`src/dzr_pkg.sv`:
```
`timescale 1ns / 1ps
// Shared sizes, types and helpers of the diagonal zigzag reorder block.
package dzr_pkg;

	localparam int MAX_ROWS    = 8;
	localparam int MAX_COLS    = 8;
	localparam int STORE_DEPTH = MAX_ROWS * MAX_COLS;

	localparam int DATA_W      = 32;
	localparam int CFG_W       = 4;
	localparam int CFG_IDX_W   = 2;

	localparam int ROW_IDX_W   = (MAX_ROWS > 1) ? $clog2(MAX_ROWS) : 1;
	localparam int COL_IDX_W   = (MAX_COLS > 1) ? $clog2(MAX_COLS) : 1;
	localparam int ROW_SIZE_W  = $clog2(MAX_ROWS + 1);
	localparam int COL_SIZE_W  = $clog2(MAX_COLS + 1);
	localparam int ADDR_W      = (STORE_DEPTH > 1) ? $clog2(STORE_DEPTH) : 1;
	localparam int CNT_W       = $clog2(STORE_DEPTH + 1);
	localparam int PROD_W      = ROW_IDX_W + COL_SIZE_W;

	typedef enum logic [CFG_IDX_W-1:0] {
		REG_ROWS_USED = 2'd0,
		REG_COLS_USED = 2'd1
	} cfg_reg_t;

	// One read request of the scan sequencer toward the element store.
	typedef struct packed {
		logic              valid;
		logic [ADDR_W-1:0] addr;
		logic              last;
	} scan_req_t;

	// A zero size counts as one; sizes above the maximum saturate.
	function automatic logic [ROW_SIZE_W-1:0] clamp_rows(input logic [CFG_W-1:0] v);
		if (v == '0)
			return ROW_SIZE_W'(1);
		else if (int'(v) > MAX_ROWS)
			return ROW_SIZE_W'(MAX_ROWS);
		else
			return ROW_SIZE_W'(v);
	endfunction

	function automatic logic [COL_SIZE_W-1:0] clamp_cols(input logic [CFG_W-1:0] v);
		if (v == '0)
			return COL_SIZE_W'(1);
		else if (int'(v) > MAX_COLS)
			return COL_SIZE_W'(MAX_COLS);
		else
			return COL_SIZE_W'(v);
	endfunction

endpackage

```
`src/dzr_store.sv`:
```
`timescale 1ns / 1ps
// Element store: one write port and one registered read port.
module dzr_store (
	input  logic                        clk,
	input  logic                        wr_en,
	input  logic [dzr_pkg::ADDR_W-1:0]  wr_addr,
	input  logic [dzr_pkg::DATA_W-1:0]  wr_data,
	input  logic                        rd_en,
	input  logic [dzr_pkg::ADDR_W-1:0]  rd_addr,
	output logic [dzr_pkg::DATA_W-1:0]  rd_data
);

	logic [dzr_pkg::DATA_W-1:0] mem_q [dzr_pkg::STORE_DEPTH];
	logic [dzr_pkg::DATA_W-1:0] rd_data_q;

	always_ff @(posedge clk) begin
		if (wr_en) begin
			mem_q[wr_addr] <= wr_data;
		end
	end

	always_ff @(posedge clk) begin
		if (rd_en) begin
			rd_data_q <= mem_q[rd_addr];
		end
	end

	assign rd_data = rd_data_q;

endmodule

```
`src/dzr_scan.sv`:
```
`timescale 1ns / 1ps
// Zigzag diagonal scan sequencer: walks the matrix and issues one store read a cycle.
module dzr_scan (
	input  logic                             clk,
	input  logic                             arst_n,
	input  logic                             start,
	input  logic [dzr_pkg::ROW_SIZE_W-1:0]   rows,
	input  logic [dzr_pkg::COL_SIZE_W-1:0]   cols,
	output dzr_pkg::scan_req_t               req
);

	logic                            active_q;
	logic                            up_q;
	logic [dzr_pkg::ROW_IDX_W-1:0]   row_q;
	logic [dzr_pkg::COL_IDX_W-1:0]   col_q;
	logic [dzr_pkg::ROW_IDX_W-1:0]   last_r;
	logic [dzr_pkg::COL_IDX_W-1:0]   last_c;
	logic [dzr_pkg::PROD_W-1:0]      lin_addr;
	logic                            at_end;

	assign last_r   = dzr_pkg::ROW_IDX_W'(rows - dzr_pkg::ROW_SIZE_W'(1));
	assign last_c   = dzr_pkg::COL_IDX_W'(cols - dzr_pkg::COL_SIZE_W'(1));
	assign at_end   = (row_q == last_r) && (col_q == last_c);
	assign lin_addr = dzr_pkg::PROD_W'(row_q) * dzr_pkg::PROD_W'(cols)
		+ dzr_pkg::PROD_W'(col_q);

	assign req.valid = active_q;
	assign req.addr  = dzr_pkg::ADDR_W'(lin_addr);
	assign req.last  = at_end;

	always_ff @(posedge clk or negedge arst_n) begin
		if (!arst_n) begin
			active_q <= 1'b0;
			up_q     <= 1'b1;
			row_q    <= '0;
			col_q    <= '0;
		end else if (start) begin
			active_q <= 1'b1;
			up_q     <= 1'b1;
			row_q    <= '0;
			col_q    <= '0;
		end else if (active_q) begin
			if (at_end) begin
				active_q <= 1'b0;
				up_q     <= 1'b1;
				row_q    <= '0;
				col_q    <= '0;
			end else if (up_q) begin
				if (col_q == last_c) begin
					row_q <= row_q + 1'b1;
					up_q  <= 1'b0;
				end else if (row_q == '0) begin
					col_q <= col_q + 1'b1;
					up_q  <= 1'b0;
				end else begin
					row_q <= row_q - 1'b1;
					col_q <= col_q + 1'b1;
				end
			end else begin
				if (row_q == last_r) begin
					col_q <= col_q + 1'b1;
					up_q  <= 1'b1;
				end else if (col_q == '0) begin
					row_q <= row_q + 1'b1;
					up_q  <= 1'b1;
				end else begin
					row_q <= row_q + 1'b1;
					col_q <= col_q - 1'b1;
				end
			end
		end
	end

endmodule

```
`src/diagonal_zigzag_reorder.sv`:
```
`timescale 1ns / 1ps
// Top level of the diagonal zigzag reorder block.
//
// The block loads a rows_used by cols_used matrix one element per request, in
// row-major order, and then plays it back in zigzag diagonal order. A load
// request is accepted when start is high and busy is low; it writes the
// element into a single-port-write, registered-read element store. The
// request that completes the matrix starts the scan: in the next cycle the
// sequencer begins to issue one store read per cycle, and because the read
// data is registered each result appears in the cycle after its read,
// marked by scan_valid for exactly one cycle. The receiver cannot stall the
// stream, so it must take one result per cycle. busy stays high from the
// cycle after the completing request until the cycle after the result
// marked by scan_last. A zero size register reads as one and a value above
// the maximum saturates; writes to indexes beyond the register list are
// dropped. Sizes are meant to be written while the block is idle.
module diagonal_zigzag_reorder (
	input  logic                               clk,
	input  logic                               arst_n,
	input  logic                               start,
	output logic                               busy,
	input  logic signed [dzr_pkg::DATA_W-1:0]  element_value,
	output logic                               scan_valid,
	output logic signed [dzr_pkg::DATA_W-1:0]  scan_value,
	output logic                               scan_last,
	input  logic                               cfg_valid,
	output logic                               cfg_ready,
	input  logic [dzr_pkg::CFG_IDX_W-1:0]      cfg_index,
	input  logic [dzr_pkg::CFG_W-1:0]          cfg_data
);

	// Size registers hold the clamped values so the datapath never sees zero.
	logic [dzr_pkg::ROW_SIZE_W-1:0] rows_q;
	logic [dzr_pkg::COL_SIZE_W-1:0] cols_q;
	logic [dzr_pkg::CNT_W-1:0]      load_count_q;
	logic                           valid_s1;
	logic                           last_s1;

	logic [dzr_pkg::CNT_W-1:0]      total;
	logic [dzr_pkg::CNT_W-1:0]      count_inc;
	logic                           accept;
	logic                           complete;
	logic [dzr_pkg::DATA_W-1:0]     rd_data;
	dzr_pkg::scan_req_t             req;

	assign cfg_ready = 1'b1;

	always_ff @(posedge clk or negedge arst_n) begin
		if (!arst_n) begin
			rows_q <= dzr_pkg::ROW_SIZE_W'(dzr_pkg::MAX_ROWS);
			cols_q <= dzr_pkg::COL_SIZE_W'(dzr_pkg::MAX_COLS);
		end else if (cfg_valid && cfg_ready) begin
			case (cfg_index)
				dzr_pkg::REG_ROWS_USED: begin
					rows_q <= dzr_pkg::clamp_rows(cfg_data);
				end
				dzr_pkg::REG_COLS_USED: begin
					cols_q <= dzr_pkg::clamp_cols(cfg_data);
				end
				default: begin
				end
			endcase
		end
	end

	// Loading. The count before a load never exceeds the store depth minus one,
	// since the scan fires and clears it once it reaches the element count.
	assign accept    = start && !busy;
	assign total     = dzr_pkg::CNT_W'(rows_q) * dzr_pkg::CNT_W'(cols_q);
	assign count_inc = load_count_q + dzr_pkg::CNT_W'(1);
	assign complete  = accept && (count_inc >= total);

	always_ff @(posedge clk or negedge arst_n) begin
		if (!arst_n) begin
			load_count_q <= '0;
		end else if (complete) begin
			load_count_q <= '0;
		end else if (accept) begin
			load_count_q <= count_inc;
		end
	end

	dzr_store u_store (
		.clk     (clk),
		.wr_en   (accept),
		.wr_addr (dzr_pkg::ADDR_W'(load_count_q)),
		.wr_data (element_value),
		.rd_en   (req.valid),
		.rd_addr (req.addr),
		.rd_data (rd_data)
	);

	// The scan starts the cycle after the completing write, so its first read
	// already sees that element and no forwarding path is needed.
	dzr_scan u_scan (
		.clk    (clk),
		.arst_n (arst_n),
		.start  (complete),
		.rows   (rows_q),
		.cols   (cols_q),
		.req    (req)
	);

	// One stage lines the strobe and last mark up with the registered read data.
	always_ff @(posedge clk or negedge arst_n) begin
		if (!arst_n) begin
			valid_s1 <= 1'b0;
			last_s1  <= 1'b0;
		end else begin
			valid_s1 <= req.valid;
			last_s1  <= req.valid && req.last;
		end
	end

	assign busy       = req.valid || valid_s1;
	assign scan_valid = valid_s1;
	assign scan_value = rd_data;
	assign scan_last  = last_s1;

	a_no_rw_overlap: assert property (@(posedge clk) disable iff (!arst_n)
		!(accept && req.valid))
		else $error("element store written while the scan reads it");

	a_addr_in_matrix: assert property (@(posedge clk) disable iff (!arst_n)
		req.valid |-> (dzr_pkg::CNT_W'(req.addr) < total))
		else $error("scan address beyond the matrix");

	a_last_ends_burst: assert property (@(posedge clk) disable iff (!arst_n)
		scan_last |=> !busy)
		else $error("block still busy after the final result");

	a_last_has_strobe: assert property (@(posedge clk) disable iff (!arst_n)
		scan_last |-> scan_valid)
		else $error("last mark without a result strobe");

endmodule

```
`config.mk`:
```
export PLATFORM = sky130hd
export DESIGN_NAME = diagonal_zigzag_reorder
export DESIGN_NICKNAME = d
export VERILOG_FILES = /design/src/dzr_pkg.sv /design/src/dzr_store.sv /design/src/dzr_scan.sv /design/src/diagonal_zigzag_reorder.sv
export SDC_FILE = /design/constraint.sdc
export NUM_CORES = 2
export LEC_CHECK = 0
export ABC_AREA = 0
export BUFFER_PORTS_ARGS = -buffer_cell sky130_fd_sc_hd__buf_2
export CAP_MARGIN = 25
export CELL_PAD_IN_SITES_DETAIL_PLACEMENT = 0
export CELL_PAD_IN_SITES_GLOBAL_PLACEMENT = 1
export CORE_MARGIN = 4
export CORE_UTILIZATION = 44
export CTS_CLUSTER_DIAMETER = 40
export CTS_CLUSTER_SIZE = 20
export DETAILED_ROUTE_END_ITERATION = 10
export GPL_TIMING_DRIVEN = 0
export MAX_ROUTING_LAYER = met4
export PLACE_DENSITY = 0.65
export SLEW_MARGIN = 20
export SYNTH_ARGS = -nofsm -noshare
export SYNTH_HDL_FRONTEND = slang
export SYNTH_HIERARCHICAL = 1
export SYNTH_SLANG_ARGS = --single-unit
```
`constraint.sdc`:
```
create_clock -name clk -period 4.72 [get_ports clk]
set_clock_uncertainty 0.1 [all_clocks]
set_input_delay 0 -clock clk [delete_from_list [all_inputs] [get_ports clk]]
set_output_delay 0 -clock clk [all_outputs]
set_load 0.03 [all_outputs]
```
# Yosys cells after proc, flatten, opt, wreduce, memory -nomap -nowiden
# Memories as Yosys holds them, arrays and structs flattened. A register that Yosys moved wholly into a read port is not among the register bits.
# Index checks and enable logic that the tools add are counted.
# op_classes
n_addsub	8
multipliers	2
magnitude_cmp	2
n_eq_ne	7
mux	31
reduce_logical	16
# ops
op	n
two-way mux 3 bit	14
two-way mux 7 bit	2
two-way mux 1 bit	13
subtractor 3 x 1 -> 3 bit (second input constant)	4
two-way mux 4 bit	2
adder 7 x 1 -> 7 bit (second input constant)	1
>= comparator 7 bit	1
multiplier 4 x 4 -> 7 bit	1
adder 3 x 1 -> 3 bit (second input constant)	2
adder 6 x 3 -> 6 bit	1
== test 3 bit	2
zero test 3 bit	2
multiplier 3 x 4 -> 6 bit	1
AND reduction 3 bit	2
!= test 5 x 2 -> 1 bit (second input constant)	1
!= test 5 bit (second input constant)	1
> comparator 4 bit (second input constant)	1
logical AND 1 bit	4
zero test 4 bit	1
!= test 4 x 2 -> 1 bit (second input constant)	1
!= test 4 bit (second input constant)	1
AND reduction 2 bit	2
nonzero test 2 bit	2
== test 2 x 1 -> 1 bit (second input constant)	1
other kinds (3)	3
# word_totals
ff_bits	25
mem_bits_rw	2048
in_bits	42
output_inout_bits	36
elab_cells	76
memories	1
# mem_list
name	depth	word_bits	rd	rd_ports_with_merged_regs	wr	line_no	source
u_store.mem_q	64	32	1	1	1	dzr_store.sv:13	logic [dzr_pkg::DATA_W-1:0] mem_q [dzr_pkg::STORE_DEPTH];

# Depth between registers and ports, before layout
# logic_depth
word_depth	7
depth_mapped	19
ltp_nobuf	19

# Cells and area by module
# The synthesis kept the hierarchy.
# by_module_without_submodules
module	instances	cells_per_inst	area_each_um2	seq_area_each_um2
dzr_store	1	3324	78835.6	62459.9
diagonal_zigzag_reorder	1	138	1330.0	427.9
dzr_scan	1	121	1113.6	201.4

# Worst setup path before layout
# OpenSTA, ideal clock, no wires.
# synth_timing
kind	register to register
startpoint	register u_scan.active_q
endpoint	memory u_store/mem_q[48][0] (netlist name) (enable)
setup_ns	0.461
arrival_ns	3.745
required_time_ns	4.159
setup_slack_ns	0.414
path_stages_with_launch	8
path_buffers	1
synth_period_minus_slack_ns	4.306
cell_sequence	dfrtp_1 > buf_4 > nor2_1 > nand2_1 > inv_1 > nor2b_1 > nand4b_1 > nor3_1
# synth_via
elab_chain_cells	5
# synth_rtl
element	line_no	source
start: declaration	dzr_scan.sv:12	logic active_q;
start signal: assignment	dzr_scan.sv:33	active_q <= 1'b0;
start signal: assignment	dzr_scan.sv:38	active_q <= 1'b1;
start signal: assignment	dzr_scan.sv:44	active_q <= 1'b0;
logical OR 1 bit	diagonal_zigzag_reorder.sv:115	assign busy = req.valid || valid_s1;
zero test 1 bit	diagonal_zigzag_reorder.sv:68	assign accept = start && !busy;
logical AND 1 bit	diagonal_zigzag_reorder.sv:68	
via accept	diagonal_zigzag_reorder.sv:41	logic accept;
two-way mux 1 bit	dzr_store.sv:17	if (wr_en) begin
two-way mux 1 bit (not written as such)	dzr_store.sv:18	mem_q[wr_addr] <= wr_data;
end: declaration	dzr_store.sv:13	
# The timed path passes the listed nets, and every way through them passes these cells.

==> impl_metrics.csv <==
group,metric,value,unit
status,status,"complete, no violations",
timing,tns,0,ps
final_layout,fin_nets,4285,
power_and_ir_drop,vdd.ir_drop.worst,0.0006368,V
clocking,cts-buffers-inserted,291,
final_layout,drive_gt1_share,37.23,%
timing,hold_violations,0,
clocking,clk_latency,910,ps
critical_path,cpPeakStageDelay,710,ps
job,cap_violations,0,
synth,syn_area,81280,um2
synth,synth_fp_nets,3669,
critical_path,end_kind,"register",
global_route,gr-usage-all-layers,27.57,%
critical_path,critPathMaxFanout,10,
route,via_count,42970,
route,detail-route-antenna-nets,0,
floorplanning,core,183500,um2
final_layout,regArea,63090,um2
global_route,grt_max_degree,65,
timing,period_share,98.63,%
global_route,gr-total-overflow,0,
global_route,grt_pass1_wl,350.3,mm
clocking,ctsLongestPathBuffers,4,
route,first_pass_iters,6,
timing,grt_setup_unrepaired,"yes",
final_layout,multi_input_area,18490,um2
synth,syn_area_per_cell,22.68,um2
floorplanning,die_y,437.8,um
placement,dp_hpwl,171.4,mm
floorplanning,die-width,437.8,um
route,routed_wl,255.8,mm
clocking,path_clk_slew,60,ps
clocking,root_buffer,"clkbuf_16",
global_route,antenna_found_initial,10,
synth,syn_inst,3583,
synth,synth-edff-count,2080,
timing,period_minus_slack,4655,ps
synth,ys_async_sr_fraction,1.188,%
route,drc,0,
worst_hold_path,hp-class,"in -> reg",
timing,setup_viol,0,
route,wl_per_cell,37.15,um
clocking,htreeDepth,5,
final_layout,fillers,13790,
critical_path,critPathKind,"reg -> reg",
placement,port-buffer-count,76,
final_layout,syn_to_final_growth,23.79,%
critical_path,cp-start-kind,"register",
critical_path,slowest_stage,"fa_2",
power_and_ir_drop,cellPowerDensity,771.5,nW/um2
route,drt_iter0_markers,6327,
timing,relSlewSlack,34.49,%
synth,ys_ff_latch,2105,
floorplanning,die_area,191700,um2
clocking,cts_tree,"yes",
floorplanning,rows,157,
final_layout,instances_no_fill,6884,
critical_path,cp.required,5330,ps
synth,seq_area_frac_synth,77.62,%
power_and_ir_drop,leakage,0.03250,uW
timing,max_freq,214.8,MHz
critical_path,crit_path_frequent_cell,"fa_1",
synth,ys_types,66,
final_layout,design_area,100600,um2
critical_path,path_cells,"buf_2 -> nand2_1 -> fa_1 -> inv_1 -> fa_1 -> fa_2 -> buf_6 -> buf_8 -> or2_4 -> buf_4 -> o22ai_1 -> nor2_2 -> a21oi_2 -> nor2_4",
timing,final-max-slew-violation-count,0,
route,viasPerCell,6.243,
critical_path,cp.arrival,5270,ps
synth,ys.flop_type,"edfxtp_1",
global_route,grt_pass1_vias,42370,
placement,dp_cells,6301,
timing,tightest_slew,982.6,ps
floorplanning,initial_core_util,44.30,%
clocking,clock_sinks,2105,
placement,gp_congestion,0.8413,
floorplanning,design.portCount,78,
synth,yosysWarnings,6,
placement,dpl_cell_area,89030,um2
==> sequential cells by signal (all words and copies together), names as in the netlist <==
signal	flops
u_scan/active_q	1
rows_q	4
u_store/mem_q	2048
u_scan/row_q	3
scan_valid	1
load_count_q	7
cols_q	4
u_scan/col_q	3
u_store/rd_data	32
u_scan/up_q	1
scan_last	1
==> timing repair <==
item	in CTS	in global routing
cloned	0	0
setup buffers	7	11
endpoints found under the hold margin	2089	0
gates resized for setup	266	101
pin swaps	4	8
hold buffers	60	0
setup endpoints to repair	33	37
==> per-layer routing <==
metal	share of wire, %	global-route usage, %
met5	0	-
met4	4.1	9.908
met3	10	5.245
met1	39	37.98
met2	47	41.56
==> report_power, final <==
group          internal (uW)  total [uW]  switching, uW
registers              21100       21200            147
clock network          13400       21700           8310
logic                  13300       34700          21400
==> cells by family after synthesis <==
logic type               count (synthesis)  share of synthesized area [%]
AO/OA/AOI/OAI                          253                          2.041
XOR/XNOR                                22                         0.2740
adder cells (fa/ha/maj)                 44                         0.7512
buffers and inverters                  210                          1.236
flip-flops                            2105                          77.62
multiplexers                           643                          16.30
other                                    1                       0.004614
AND/OR/NAND/NOR                        305                          1.770
==> layout make-up <==
type	count	area share, %
well taps	2464	3.064
clock inverters	179	2.041
repair buffers	332	4.922
diodes	10	0.02487
flip-flops and latches	2105	62.71
inverters	23	0.08581
multi-input cells	1268	18.37
plain buffers	178	1.256
clock buffers	325	7.522
==> synth_stat cells (4+ instances only) <==
| master | instances | area share [%] |
|---|---|---|
| nor2b_1 | 19 | 0.15 |
| nand2b_1 | 13 | 0.10 |
| and3_1 | 8 | 0.062 |
| a21o_1 | 5 | 0.046 |
| dfrtp_1 | 22 | 0.68 |
| o221ai_1 | 27 | 0.29 |
| nor2_1 | 146 | 0.67 |
| o21ai_0 | 15 | 0.092 |
| fa_1 | 8 | 0.20 |
| xor2_1 | 10 | 0.11 |
| nor3_1 | 8 | 0.049 |
| a22oi_1 | 13 | 0.12 |
| nand3b_1 | 7 | 0.065 |
| clkbuf_1 | 74 | 0.34 |
| ha_1 | 36 | 0.55 |
| a311oi_1 | 8 | 0.086 |
| buf_2 | 59 | 0.36 |
| nand2_1 | 48 | 0.22 |
| o32ai_1 | 4 | 0.043 |
| a41o_1 | 4 | 0.049 |
| o22ai_1 | 86 | 0.66 |
| mux4_2 | 544 | 15 |
| a21oi_1 | 69 | 0.42 |
| xnor2_1 | 10 | 0.11 |
| buf_4 | 28 | 0.26 |
| nand4_1 | 4 | 0.031 |
| nand3_1 | 9 | 0.055 |
| edfxtp_1 | 2080 | 77 |
| buf_1 | 21 | 0.097 |
| buf_6 | 5 | 0.069 |
| inv_1 | 23 | 0.11 |
| mux2i_1 | 96 | 1.2 |
| and2_1 | 22 | 0.17 |
==> critical path: cells and delay by family, from the launching register on <==
family,cells,cell delay [ps]
buffers and inverters,5,930
and+or+nand+nor,4,980
adders and majority gates,3,1750
DFF,1,300
AOI/OAI and AO/OA,2,380
==> worst paths after layout <==
kind,slack (ps),startpoint,cells past startpoint,to
max,60,u_scan/row_q[2]$_DFFE_PN0P_,14,u_store/rd_data[26]$_DFFE_PP_
min,50,cfg_valid,4,cols_q[2]$_DFFE_PN0P_
max reg2reg,60,u_scan/row_q[2]$_DFFE_PN0P_,14,u_store/rd_data[26]$_DFFE_PP_
min reg2reg,420,rows_q[2]$_DFFE_PN0P_,2,rows_q[2]$_DFFE_PN0P_
max in group asynchronous,3650,arst_n,5,u_scan/up_q$_DFFE_PN1P_
min in group asynchronous,600,arst_n,5,load_count_q[0]$_DFFE_PN0P_
==> cell usage in the layout (no fill, tap or decap), drive strengths merged, types with 13 or more instances in the layout <==
| master | instances |
|---|---|
| a21oi | 69 |
| a22oi | 13 |
| and2 | 22 |
| buf | 380 |
| bufinv | 31 |
| clkbuf | 396 |
| clkinv | 74 |
| clkinvlp | 21 |
| dfrtp | 22 |
| dlygate4sd3 | 59 |
| edfxtp | 2080 |
| ha | 36 |
| inv | 76 |
| mux2i | 96 |
| mux4 | 544 |
| nand2 | 48 |
| nand2b | 13 |
| nor2 | 147 |
| nor2b | 19 |
| o21ai | 17 |
| o221ai | 27 |
| o22ai | 86 |
==> stage by stage <==
stage,hold WS (ps),total power [uW],utilization (%),worst slack (ps)
after floorplan,-395.6,39430,-,413.7
final,45.92,77620,54.84,64.67
after detailed placement,-38.16,53020,48.52,-2219
after global placement,-45.84,52530,46.19,-5194
after global routing,65.79,79710,54.83,-10.29
after CTS,8.346,76920,54.59,4.758
(Power assumes the default switching activity.)
